### src/rtl/sme_pkg.sv
// Types and constants shared by the stack machine execute block.
`default_nettype none

package sme_pkg;

  localparam int DATA_W     = 32;
  localparam int SYM_W      = 8;
  // Program space is a power of two, so the pc wraps on its own width.
  localparam int PC_W       = 10;
  localparam int PROG_DEPTH = 1 << PC_W;

  typedef enum logic [3:0] {
    ACT_NOP      = 4'd0,
    ACT_PUSH_IMM = 4'd1,
    ACT_PUSH_X   = 4'd2,
    ACT_POP_X    = 4'd3,
    ACT_ADD      = 4'd4,
    ACT_SUB      = 4'd5,
    ACT_MULT     = 4'd6,
    ACT_EQUAL    = 4'd7,
    ACT_JMP      = 4'd8,
    ACT_JMPZ     = 4'd9,
    ACT_JMPNZ    = 4'd10,
    ACT_EDIT     = 4'd11,
    ACT_HALT     = 4'd12
  } action_t;

  typedef enum logic [2:0] {
    ST_OK         = 3'd0,
    ST_UNDERFLOW  = 3'd1,
    ST_OVERFLOW   = 3'd2,
    ST_HALTED     = 3'd3,
    ST_EDIT_RANGE = 3'd4
  } status_t;

endpackage

`default_nettype wire

### src/rtl/stack_machine_execute.sv
// A word taken into the input register has its result held in the result register.
// One instruction per cycle while not stalled; top two stack entries live in registers and
// the rest in a one-write, one-read memory whose registered read is the third entry.
// Reset (synchronous, active low) empties the stack, zeroes x and pc, clears halt.
// The stack memory is not cleared; no entry's value is used before it is written.
`default_nettype none

module stack_machine_execute #(
  parameter int STACK_DEPTH = 64,
  parameter int OUT_DEPTH   = 128,
  localparam int SP_W       = $clog2(STACK_DEPTH + 1),
  localparam int OUT_W      = (OUT_DEPTH > 1) ? $clog2(OUT_DEPTH) : 1
) (
  input  wire logic                      clk,
  input  wire logic                      rst_n,
  input  wire logic                      in_valid,
  output logic                           in_ready,
  input  wire logic [3:0]                in_action,
  input  wire logic signed [31:0]        in_operand,
  output logic                           out_valid,
  input  wire logic                      out_ready,
  output logic [sme_pkg::PC_W-1:0]       out_next_pc,
  output logic signed [31:0]             out_top_value,
  output logic [SP_W-1:0]                out_stack_depth,
  output logic [2:0]                     out_status,
  output logic                           out_edit_valid,
  output logic [OUT_W-1:0]               out_edit_position,
  output logic [sme_pkg::SYM_W-1:0]      out_edit_symbol,
  output logic                           out_halted_flag
);
  import sme_pkg::*;

  localparam int AW = $clog2(STACK_DEPTH);

  // input register
  logic                s1_valid_r;
  action_t             s1_act_r;
  logic [DATA_W-1:0]   s1_opnd_r;

  // architectural state
  logic [SP_W-1:0]     sp_r, sp_nxt;
  logic [DATA_W-1:0]   tos_r, tos_nxt;
  logic [DATA_W-1:0]   nos_r, nos_nxt;
  logic [DATA_W-1:0]   third_r;
  logic [DATA_W-1:0]   x_r, x_nxt;
  logic [PC_W-1:0]     pc_r, pc_nxt;
  logic                halt_r, halt_nxt;
  logic [DATA_W-1:0]   stack_mem [STACK_DEPTH];

  // result register
  logic                out_valid_r;
  logic [PC_W-1:0]     out_pc_r;
  logic [DATA_W-1:0]   out_top_r;
  logic [SP_W-1:0]     out_depth_r;
  status_t             out_status_r;
  logic                out_ev_r;
  logic [OUT_W-1:0]    out_epos_r;
  logic [SYM_W-1:0]    out_esym_r;
  logic                out_halt_r;

  logic                adv;
  logic [1:0]          need;
  logic                pushes;
  logic [DATA_W-1:0]   push_val;
  logic [DATA_W-1:0]   alu_val;
  logic [DATA_W-1:0]   mul_lo;
  status_t             status_nxt;
  logic                ev_nxt;
  logic [OUT_W-1:0]    epos_nxt;
  logic [SYM_W-1:0]    esym_nxt;
  logic                mem_we;
  logic [SP_W-1:0]     wr_sp;
  logic [SP_W-1:0]     rd_sp;
  logic [AW-1:0]       mem_wa;
  logic [AW-1:0]       mem_ra;
  logic                edit_bad;
  logic                take_jump;

  assign adv      = s1_valid_r && (!out_valid_r || out_ready);
  assign in_ready = !s1_valid_r || adv;

  always_ff @(posedge clk) begin
    if (!rst_n) begin
      s1_valid_r <= 1'b0;
    end else if (in_ready) begin
      s1_valid_r <= in_valid;
    end
  end

  always_ff @(posedge clk) begin
    if (in_valid && in_ready) begin
      s1_act_r  <= action_t'(in_action);
      s1_opnd_r <= DATA_W'(in_operand);
    end
  end

  assign mul_lo    = tos_r * nos_r;
  assign edit_bad  = tos_r >= DATA_W'(OUT_DEPTH);
  assign take_jump = (s1_act_r == ACT_JMPZ) == (tos_r == '0);
  assign push_val  = (s1_act_r == ACT_PUSH_X) ? x_r : s1_opnd_r;
  assign wr_sp     = sp_r - SP_W'(2);
  assign rd_sp     = sp_nxt - SP_W'(3);
  assign mem_wa    = wr_sp[AW-1:0];
  assign mem_ra    = rd_sp[AW-1:0];

  always_comb begin
    case (s1_act_r)
      ACT_ADD:   alu_val = tos_r + nos_r;
      ACT_SUB:   alu_val = tos_r - nos_r;
      ACT_MULT:  alu_val = mul_lo;
      ACT_EQUAL: alu_val = (tos_r == nos_r) ? DATA_W'(1) : '0;
      default:   alu_val = '0;
    endcase
  end

  always_comb begin
    case (s1_act_r)
      ACT_POP_X, ACT_JMPZ, ACT_JMPNZ, ACT_EDIT: need = 2'd1;
      ACT_ADD, ACT_SUB, ACT_MULT, ACT_EQUAL:    need = 2'd2;
      default:                                  need = 2'd0;
    endcase
    pushes = (s1_act_r == ACT_PUSH_IMM) || (s1_act_r == ACT_PUSH_X);
  end

  always_comb begin
    status_nxt = ST_OK;
    ev_nxt     = 1'b0;
    epos_nxt   = '0;
    esym_nxt   = '0;
    pc_nxt     = pc_r;
    sp_nxt     = sp_r;
    tos_nxt    = tos_r;
    nos_nxt    = nos_r;
    x_nxt      = x_r;
    halt_nxt   = halt_r;
    mem_we     = 1'b0;
    if (halt_r) begin
      status_nxt = ST_HALTED;
    end else if (sp_r < SP_W'(need)) begin
      status_nxt = ST_UNDERFLOW;
    end else if (pushes && sp_r >= SP_W'(STACK_DEPTH)) begin
      status_nxt = ST_OVERFLOW;
    end else begin
      pc_nxt = pc_r + PC_W'(1);
      case (s1_act_r)
        ACT_PUSH_IMM, ACT_PUSH_X: begin
          // spill the old second entry into memory
          mem_we  = sp_r >= SP_W'(2);
          nos_nxt = tos_r;
          tos_nxt = push_val;
          sp_nxt  = sp_r + SP_W'(1);
        end
        ACT_POP_X: begin
          x_nxt   = tos_r;
          tos_nxt = nos_r;
          nos_nxt = third_r;
          sp_nxt  = sp_r - SP_W'(1);
        end
        ACT_ADD, ACT_SUB, ACT_MULT, ACT_EQUAL: begin
          tos_nxt = alu_val;
          nos_nxt = third_r;
          sp_nxt  = sp_r - SP_W'(1);
        end
        ACT_JMP: begin
          pc_nxt = s1_opnd_r[PC_W-1:0];
        end
        ACT_JMPZ, ACT_JMPNZ: begin
          tos_nxt = nos_r;
          nos_nxt = third_r;
          sp_nxt  = sp_r - SP_W'(1);
          if (take_jump) begin
            pc_nxt = s1_opnd_r[PC_W-1:0];
          end
        end
        ACT_EDIT: begin
          if (edit_bad) begin
            status_nxt = ST_EDIT_RANGE;
            pc_nxt     = pc_r;
          end else begin
            tos_nxt  = nos_r;
            nos_nxt  = third_r;
            sp_nxt   = sp_r - SP_W'(1);
            ev_nxt   = 1'b1;
            epos_nxt = tos_r[OUT_W-1:0];
            esym_nxt = s1_opnd_r[SYM_W-1:0];
          end
        end
        ACT_HALT: begin
          halt_nxt   = 1'b1;
          status_nxt = ST_HALTED;
          pc_nxt     = pc_r;
        end
        default: begin
        end
      endcase
    end
  end

  always_ff @(posedge clk) begin
    if (!rst_n) begin
      sp_r   <= '0;
      x_r    <= '0;
      pc_r   <= '0;
      halt_r <= 1'b0;
    end else if (adv) begin
      sp_r   <= sp_nxt;
      x_r    <= x_nxt;
      pc_r   <= pc_nxt;
      halt_r <= halt_nxt;
    end
  end

  always_ff @(posedge clk) begin
    if (adv) begin
      tos_r <= tos_nxt;
      nos_r <= nos_nxt;
    end
  end

  // third entry tracks the memory at the new depth, bypassing a same-cycle spill
  always_ff @(posedge clk) begin
    if (adv) begin
      if (mem_we) begin
        stack_mem[mem_wa] <= nos_r;
      end
      third_r <= (mem_we && mem_wa == mem_ra) ? nos_r : stack_mem[mem_ra];
    end
  end

  always_ff @(posedge clk) begin
    if (!rst_n) begin
      out_valid_r <= 1'b0;
    end else if (adv) begin
      out_valid_r <= 1'b1;
    end else if (out_ready) begin
      out_valid_r <= 1'b0;
    end
  end

  always_ff @(posedge clk) begin
    if (adv) begin
      out_pc_r     <= pc_nxt;
      out_top_r    <= (sp_nxt != '0) ? tos_nxt : '0;
      out_depth_r  <= sp_nxt;
      out_status_r <= status_nxt;
      out_ev_r     <= ev_nxt;
      out_epos_r   <= epos_nxt;
      out_esym_r   <= esym_nxt;
      out_halt_r   <= halt_nxt;
    end
  end

  assign out_valid         = out_valid_r;
  assign out_next_pc       = out_pc_r;
  assign out_top_value     = $signed(out_top_r);
  assign out_stack_depth   = out_depth_r;
  assign out_status        = out_status_r;
  assign out_edit_valid    = out_ev_r;
  assign out_edit_position = out_epos_r;
  assign out_edit_symbol   = out_esym_r;
  assign out_halted_flag   = out_halt_r;

`ifndef NO_ASSERTIONS
  a_sp_bound: assert property (@(posedge clk) disable iff (!rst_n)
    sp_r <= SP_W'(STACK_DEPTH))
    else $error("stack pointer beyond depth");

  a_halt_sticky: assert property (@(posedge clk) disable iff (!rst_n)
    halt_r |=> halt_r)
    else $error("halt mark cleared");

  a_halt_status: assert property (@(posedge clk) disable iff (!rst_n)
    out_valid_r && out_halt_r |-> out_status_r == ST_HALTED)
    else $error("halted result without halted status");

  a_edit_ok: assert property (@(posedge clk) disable iff (!rst_n)
    out_valid_r && out_ev_r |-> out_status_r == ST_OK)
    else $error("edit word with fault status");

  a_fault_holds_pc: assert property (@(posedge clk) disable iff (!rst_n)
    adv && status_nxt != ST_OK |=> pc_r == $past(pc_r) && sp_r == $past(sp_r))
    else $error("faulted step changed pc or depth");
`endif

endmodule

`default_nettype wire
### config.mk
export PLATFORM = sky130hd
export DESIGN_NAME = stack_machine_execute
export DESIGN_NICKNAME = d
export VERILOG_FILES = /design/src/rtl/sme_pkg.sv /design/src/rtl/stack_machine_execute.sv
export SDC_FILE = /design/constraint.sdc
export NUM_CORES = 2
export LEC_CHECK = 0
export ABC_CLOCK_PERIOD_IN_PS = 8700
export CAP_MARGIN = 30
export CORE_UTILIZATION = 50
export CTS_BUF_LIST = sky130_fd_sc_hd__clkbuf_8
export DETAILED_ROUTE_END_ITERATION = 12
export DONT_BUFFER_PORTS = 1
export PLACE_DENSITY = 0.79
export SYNTH_ARGS = -nofsm -noshare
export SYNTH_HDL_FRONTEND = slang
export SYNTH_SLANG_ARGS = --single-unit
### constraint.sdc
create_clock -name clk -period 8.7 [get_ports clk]
set_clock_uncertainty 0.15 [all_clocks]
set_input_delay 0.435 -clock clk [delete_from_list [all_inputs] [get_ports clk]]
set_output_delay 0.435 -clock clk [all_outputs]
set_load 0.01 [all_outputs]
# Word level (Yosys, flattened, before mapping)
# Memory sizes are Yosys's and may differ from the RTL's. A register that Yosys moved wholly into a read port is not among the register bits.
# Index checks and enable logic that the tools add are counted.
[word_totals] input_bits=40 mem_bits_rw=2048 register_bits=221 romBits=32 elab_cells=116 n_memories=2
[classes] mux=40 n_reduce_logical=23 bitwise_logic=4 add_sub_neg=7 n_mul=1 n_eq_ne=15 order_cmp=4
[memory_table] memory="stack_mem" depth=64 word_bits=32 rd=1 rd_ports_with_merged_regs=1 write_ports=1 line_no="stack_machine_execute.sv:48" text="logic [DATA_W-1:0] stack_mem [STACK_DEPTH];"
[memory_table] memory="(name not given)" depth=16 word_bits=2 rd=1 rd_ports_with_merged_regs=1 write_ports=0 line_no="stack_machine_execute.sv:117" text="case (s1_act_r)"
[ops] cell="one-hot mux 32 bit (4 select lines)" n=2
[ops] cell="2-to-1 mux 32 bit" n=6
[ops] cell="one-hot mux 32 bit (3 select lines)" n=1
[ops] cell="2-to-1 mux 10 bit" n=5
[ops] cell="one-hot mux 10 bit (4 select lines)" n=1
[ops] cell="adder 32 bit" n=1
[ops] cell="equality test 32 bit" n=1
[ops] cell=">= comparator 32 x 8 -> 1 bit, second input constant" n=1
[ops] cell="logical NOT 32 bit" n=1
[ops] cell="multiplier 32 x 32 -> 32 bit" n=1
[ops] cell="subtractor 32 bit" n=1
[ops] cell="2-to-1 mux 7 bit" n=4
[ops] cell="one-hot mux 7 bit (3 select lines)" n=1
[ops] cell="equality test 4 bit, second input constant" n=5
[ops] cell="equality test 4 x 3 -> 1 bit, second input constant" n=4
[ops] cell="2-to-1 mux 1 bit" n=15
[ops] cell="subtractor 6 x 2 -> 6 bit, second input constant" n=2
[ops] cell="adder 10 x 1 -> 10 bit, second input constant" n=1
[ops] cell="equality test 4 x 2 -> 1 bit, second input constant" n=2
[ops] cell="OR reduction 4 bit" n=2
[ops] cell="adder 7 x 1 -> 7 bit, second input constant" n=1
[ops] cell=">= comparator 7 x 2 -> 1 bit, second input constant" n=1
[ops] cell=">= comparator 7 bit, second input constant" n=1
[ops] cell="less-than comparator 7 x 2 -> 1 bit" n=1
[ops] cell="other kinds (21)" n=33

# Depth between registers and ports, before layout
[logic_depth] depth_word=9 ltp_mapped=30

# Least setup slack after synthesis
# No wires, ideal clock.
[synth_path] kind="register to register" from="reg nos_r[5]" to="reg out_top_r[30], in the netlist out_top_value[30], data pin" setup_slack_ps=363 stages_incl_launch_ff=28 synth_period_minus_slack_ps=8337 setup_ps=157 arrival_time_ps=8030 cell_sequence="edfxtp_1 clkbuf_1 clkbuf_1 and2_1 fa_1 fa_1 fa_1 inv_1 fa_1 inv_1 fa_1 inv_1 fa_1 inv_1 fa_1 fa_1 ha_1 a21o_1 a21o_1 a21o_1 a2111oi_0 o2bb2ai_1 o2111ai_1 a41oi_1 or4_1 nand3_1 a221oi_1 nor3_1"
[synth_between] elab_chain_cells=6 elab_cells_between_ends=8
[synth_lines] element="start, declared" line_no="stack_machine_execute.sv:43" text="logic [DATA_W-1:0] nos_r, nos_nxt;"
[synth_lines] element="start signal, assigned" line_no="stack_machine_execute.sv:216" text="nos_r <= nos_nxt;"
[synth_lines] element="multiplier 32 x 32 -> 32 bit, or another cell as far along" line_no="stack_machine_execute.sv:97" text="assign mul_lo = tos_r * nos_r;"
[synth_lines] element="one-hot mux 32 bit (4 select lines) (*)" line_no="stack_machine_execute.sv:107" text="case (s1_act_r)"
[synth_lines] element="one-hot mux 32 bit (4 select lines) (*)" line_no="stack_machine_execute.sv:145" text="case (s1_act_r)"
[synth_lines] element="2-to-1 mux 32 bit (*)" line_no="stack_machine_execute.sv:141" text="end else if (pushes && sp_r >= SP_W'(STACK_DEPTH)) begin"
[synth_lines] element="2-to-1 mux 32 bit (*)" line_no="stack_machine_execute.sv:139" text="end else if (sp_r < SP_W'(need)) begin"
[synth_lines] element="2-to-1 mux 32 bit (*)" line_no="stack_machine_execute.sv:137" text="if (halt_r) begin"
[synth_lines] element="end signal, assigned" line_no="stack_machine_execute.sv:243" text="out_top_r <= (sp_nxt != '0) ? tos_nxt : '0;"
[synth_lines] element="end, declared" line_no="stack_machine_execute.sv:53" text="logic [DATA_W-1:0] out_top_r;"
# Every way passes the cells marked *; elsewhere a longest branch is shown, timed or not.
# A chain may end at the register's enable or synchronous reset.

# Worst setup path in the final report
[layout_path] from="reg nos_r[7]" to="reg out_top_r[31], in the netlist out_top_value[31], data pin"
# Same word-level chain as after synthesis.

==> impl_metrics.yaml <==
status:
  outcome: "completed"
grt:
  grt_use_total_pct: 28.4
  grt_pass1_wl_mm: 457
  antenna_found_initial: 17
  grt_max_degree: 98
  grt_pass1_vias: 67207
  grt-ovfl-total: 0
cells_and_area:
  post-route-util_pct: 56.4
  area_growth_pct: 11.8
  fin_nets: 7827
  final_cell_count_no_fill: 10309
  n_fill_cell: 15893
  drive_above_1_share_pct: 20.2
die:
  die-area_um2: 221000
  start_util_pct: 50.4
  die_y_um: 470
  io_pins: 111
  rows: 171
  die_x_um: 470
  core_um2: 218000
power:
  power_mw: 50.5
  p_per_area_nw_per_um2: 412
  p_leak_nw: 42.7
  ir_worst_vdd_uv: 1850
logic_synthesis:
  syn_area_um2: 110000
  yosysTopAreaCellShare_pct: 61.6
  synth_warnings: 0
  async_flop_share_pct: 0
  ys_types: 89
  syn_inst: 6794
  yosysTopAreaCell: "edfxtp_1"
  synth_nets: 7441
  synthFlopType: "edfxtp_1"
  avgSynthCellArea_um2: 16.1
  synth_area_leaders: "edfxtp_1 62%, mux4_2 11%, fa_1 7.5%"
  synth_edf_count: 2249
  synth-seq-cells: 2303
  ys_seq_area_share_pct: 62.6
sta:
  fmax_mhz: 120
  setup_tns_ns: 0
  relSlewSlack_pct: 26.4
  rsz0062_at_grt: "false"
  min_period_ns: 8.32
  setup_viol: 0
  worstMarginPinSlew_ns: 1.10
  postLayoutSetupSlackWorst_ns: 0.384
  finalHoldViolCount: 0
  fin_crit_sh_pct: 95.6
  finalMaxSlewViolations: 0
placement:
  io_buffers: 0
  place.gp.congestion: 0.993
  dp_cells: 9572
  place_ws_ns: 0.135
  dpl.hpwl_mm: 203
clock_tree:
  ctsRootBufferMaster: "clkbuf_8"
  insertion_delay_ns: 1.11
  clock-sinks: 2303
  cts_buffers: 370
  htree_levels: 5
  cts_tree: "yes"
  path_clk_slew_ns: 0.07
  clock_path_buffers: 4
worst_setup_path:
  cp_num_cells: 23
  crit_type: "reg2reg"
  reg2reg_depth: 23
  endpoint_kind: "flip-flop"
  start_kind: "flip-flop"
  r2r_slack_ns: 0.38
  crit_slowest_cell: "edfxtp_1"
  timing.critical_path.from: "nos_r[7]$_DFFE_PP_"
  crit_top_cell: "fa_1"
  worstPathRequired_ns: 9.30
  crit_family: "adder cells"
  critPathBufInv: 3
  crit_end: "out_top_value[31]$_SDFFCE_PN0P_"
  timing.rr.start: "nos_r[7]$_DFFE_PP_"
  cp_max_fo: 11
  worstPathCellList: "buf_4 -> ha_1 -> fa_1 -> fa_1 -> fa_1 -> inv_1 -> fa_1 -> inv_1 -> fa_1 -> ha_1 -> fa_1 -> fa_1 -> ha_1 -> and3_1 -> a221oi_1 -> nor2b_1 -> o21a_1 -> o21a_1 -> o21ai_0 -> o21ai_0 -> xor2_1 -> a2111oi_1 -> nor4_1"
  worstReg2RegEnd: "out_top_value[31]$_SDFFCE_PN0P_"
  cp.arrival_ns: 8.92
  cpPeakStageDelay_ns: 0.58
detailed_routing:
  wl_per_cell_um: 30.5
  vias_per_cell: 6.37
  drt-total-wl_mm: 315
  dr.pass1.iters: 10
  drt-initial-drc-count: 8754
  drc: 0
  vias: 65659
  ant_nets: 0
worst_hold_path:
  hold_class: "in2reg"
  min-delay-start: "out_ready"
flow_run:
  maxCapViolations: 0
-- cell usage after synthesis, types with 76 or more instances --
cell type / n
edfxtp_1: 2249
nand2_1: 573
mux4_2: 543
inv_1: 456
fa_1: 410
and2_1: 319
clkbuf_1: 303
nor2_1: 198
ha_1: 197
a21oi_1: 163
o21ai_0: 155
a211oi_1: 113
xnor2_1: 88
nand4_1: 83
buf_2: 79
and3_1: 76
-- placed cells by master, fill, tap and decap left out, types with 40 or more instances in the layout --
cell	n
mux2i_1	49
buf_4	311
inv_1	557
nor2_1	132
a211oi_1	113
o211ai_1	40
ha_1	196
o21ai_0	155
fa_1	410
nand4_1	83
clkinv_1	97
a21o_1	42
clkbuf_8	376
mux4_2	543
a21oi_1	163
edfxtp_1	2249
dfxtp_1	54
and2_1	318
nor2_4	67
o22ai_1	41
xnor2_1	86
and3_1	76
dlygate4sd3_1	77
nand2_1	573
-- cell families (layout without fill, tap and decap cells) --
group	after synthesis	count (layout)	synth area share [%]
adder cells (fa/ha/maj)	608	608	9.74
multiplexers	627	627	12.0
AO/OA/AOI/OAI	830	830	5.19
AND/OR/NAND/NOR	1427	1427	6.38
flip-flops	2303	2303	62.6
buffers and inverters	879	1531	3.19
XOR/XNOR	120	120	0.982
other	0	9	0
-- per-layer routing --
layer / GRT usage (%) / wire (um) / vias up
met5: 0 / 195 / -
met4: 16.0 / 19700 / 10
met3: 6.99 / 34100 / 936
met2: 44.3 / 148000 / 4512
met1: 36.6 / 113000 / 33593
li1: - / - / 26608
-- per-stage QoR --
stage / area, um^2 / hold WS (ns)
after floorplan: 110000 / 0.286
after global placement: 115000 / 0.291
after detailed placement: 115000 / 0.297
after CTS: 122000 / 0.0202
after global routing: 123000 / 0.103
final: 123000 / 0.0928
-- registers in the layout, summed over array words and instances (netlist names), 2 cells and up --
signal and cells:
stack_mem 2048, nos_r 32, out_top_value 32, s1_opnd_r 32, third_r 32, tos_r 32
x_r 32, out_next_pc 10, pc_r 10, out_edit_symbol 8, out_edit_position 7, out_stack_depth 7
sp_r 7, s1_act_r 4, out_status 3, need 2
-- where the power goes --
| part | internal, mW | switching (mW) | leakage, nW | total [mW] |
|---|---|---|---|---|
| Sequential | 12.5 | 0.227 | 20.7 | 12.7 |
| Combinational | 12.0 | 17.3 | 18.3 | 29.3 |
| Clock | 4.33 | 4.18 | 3.71 | 8.51 |
-- timing repair --
item                                    CTS  global route
setup buffers                             0             7
hold buffers                             77             0
resized for setup                         0             6
endpoints found under the setup margin    0             7
hold endpoints to repair                117             0
-- worst min path at each step --
stage | to | cells after the start
2_1_floorplan | x_r[11]$_SDFFE_PN0P_ | 2
5_1_grt | out_valid$_SDFFE_PN0P_ | 4
4_1_cts | out_valid$_SDFFE_PN0P_ | 4
3_3_place_gp | x_r[28]$_SDFFE_PN0P_ | 2
3_5_place_dp | x_r[3]$_SDFFE_PN0P_ | 2
6_report | out_valid$_SDFFE_PN0P_ | 4
-- worst min-delay path: stages --
cell	delay, ns
dlygate4sd3_1	0.52
nor2b_1	0.08
nor2_1	0.14
nor2_1	0.05
-- layout make-up --
class | instances | area, um^2 | area share (%)
multi-input cells | 3612 | 38200 | 31.2
diodes | 9 | 22.5 | 0.0184
clock buffers | 376 | 5170 | 4.22
repair buffers | 433 | 3920 | 3.20
flip-flops and latches | 2303 | 68600 | 55.9
clock inverters | 262 | 1400 | 1.14
inverters | 460 | 1730 | 1.41
well taps | 2854 | 3570 | 2.91
No activity file was read; power rests on OpenSTA's default activity.
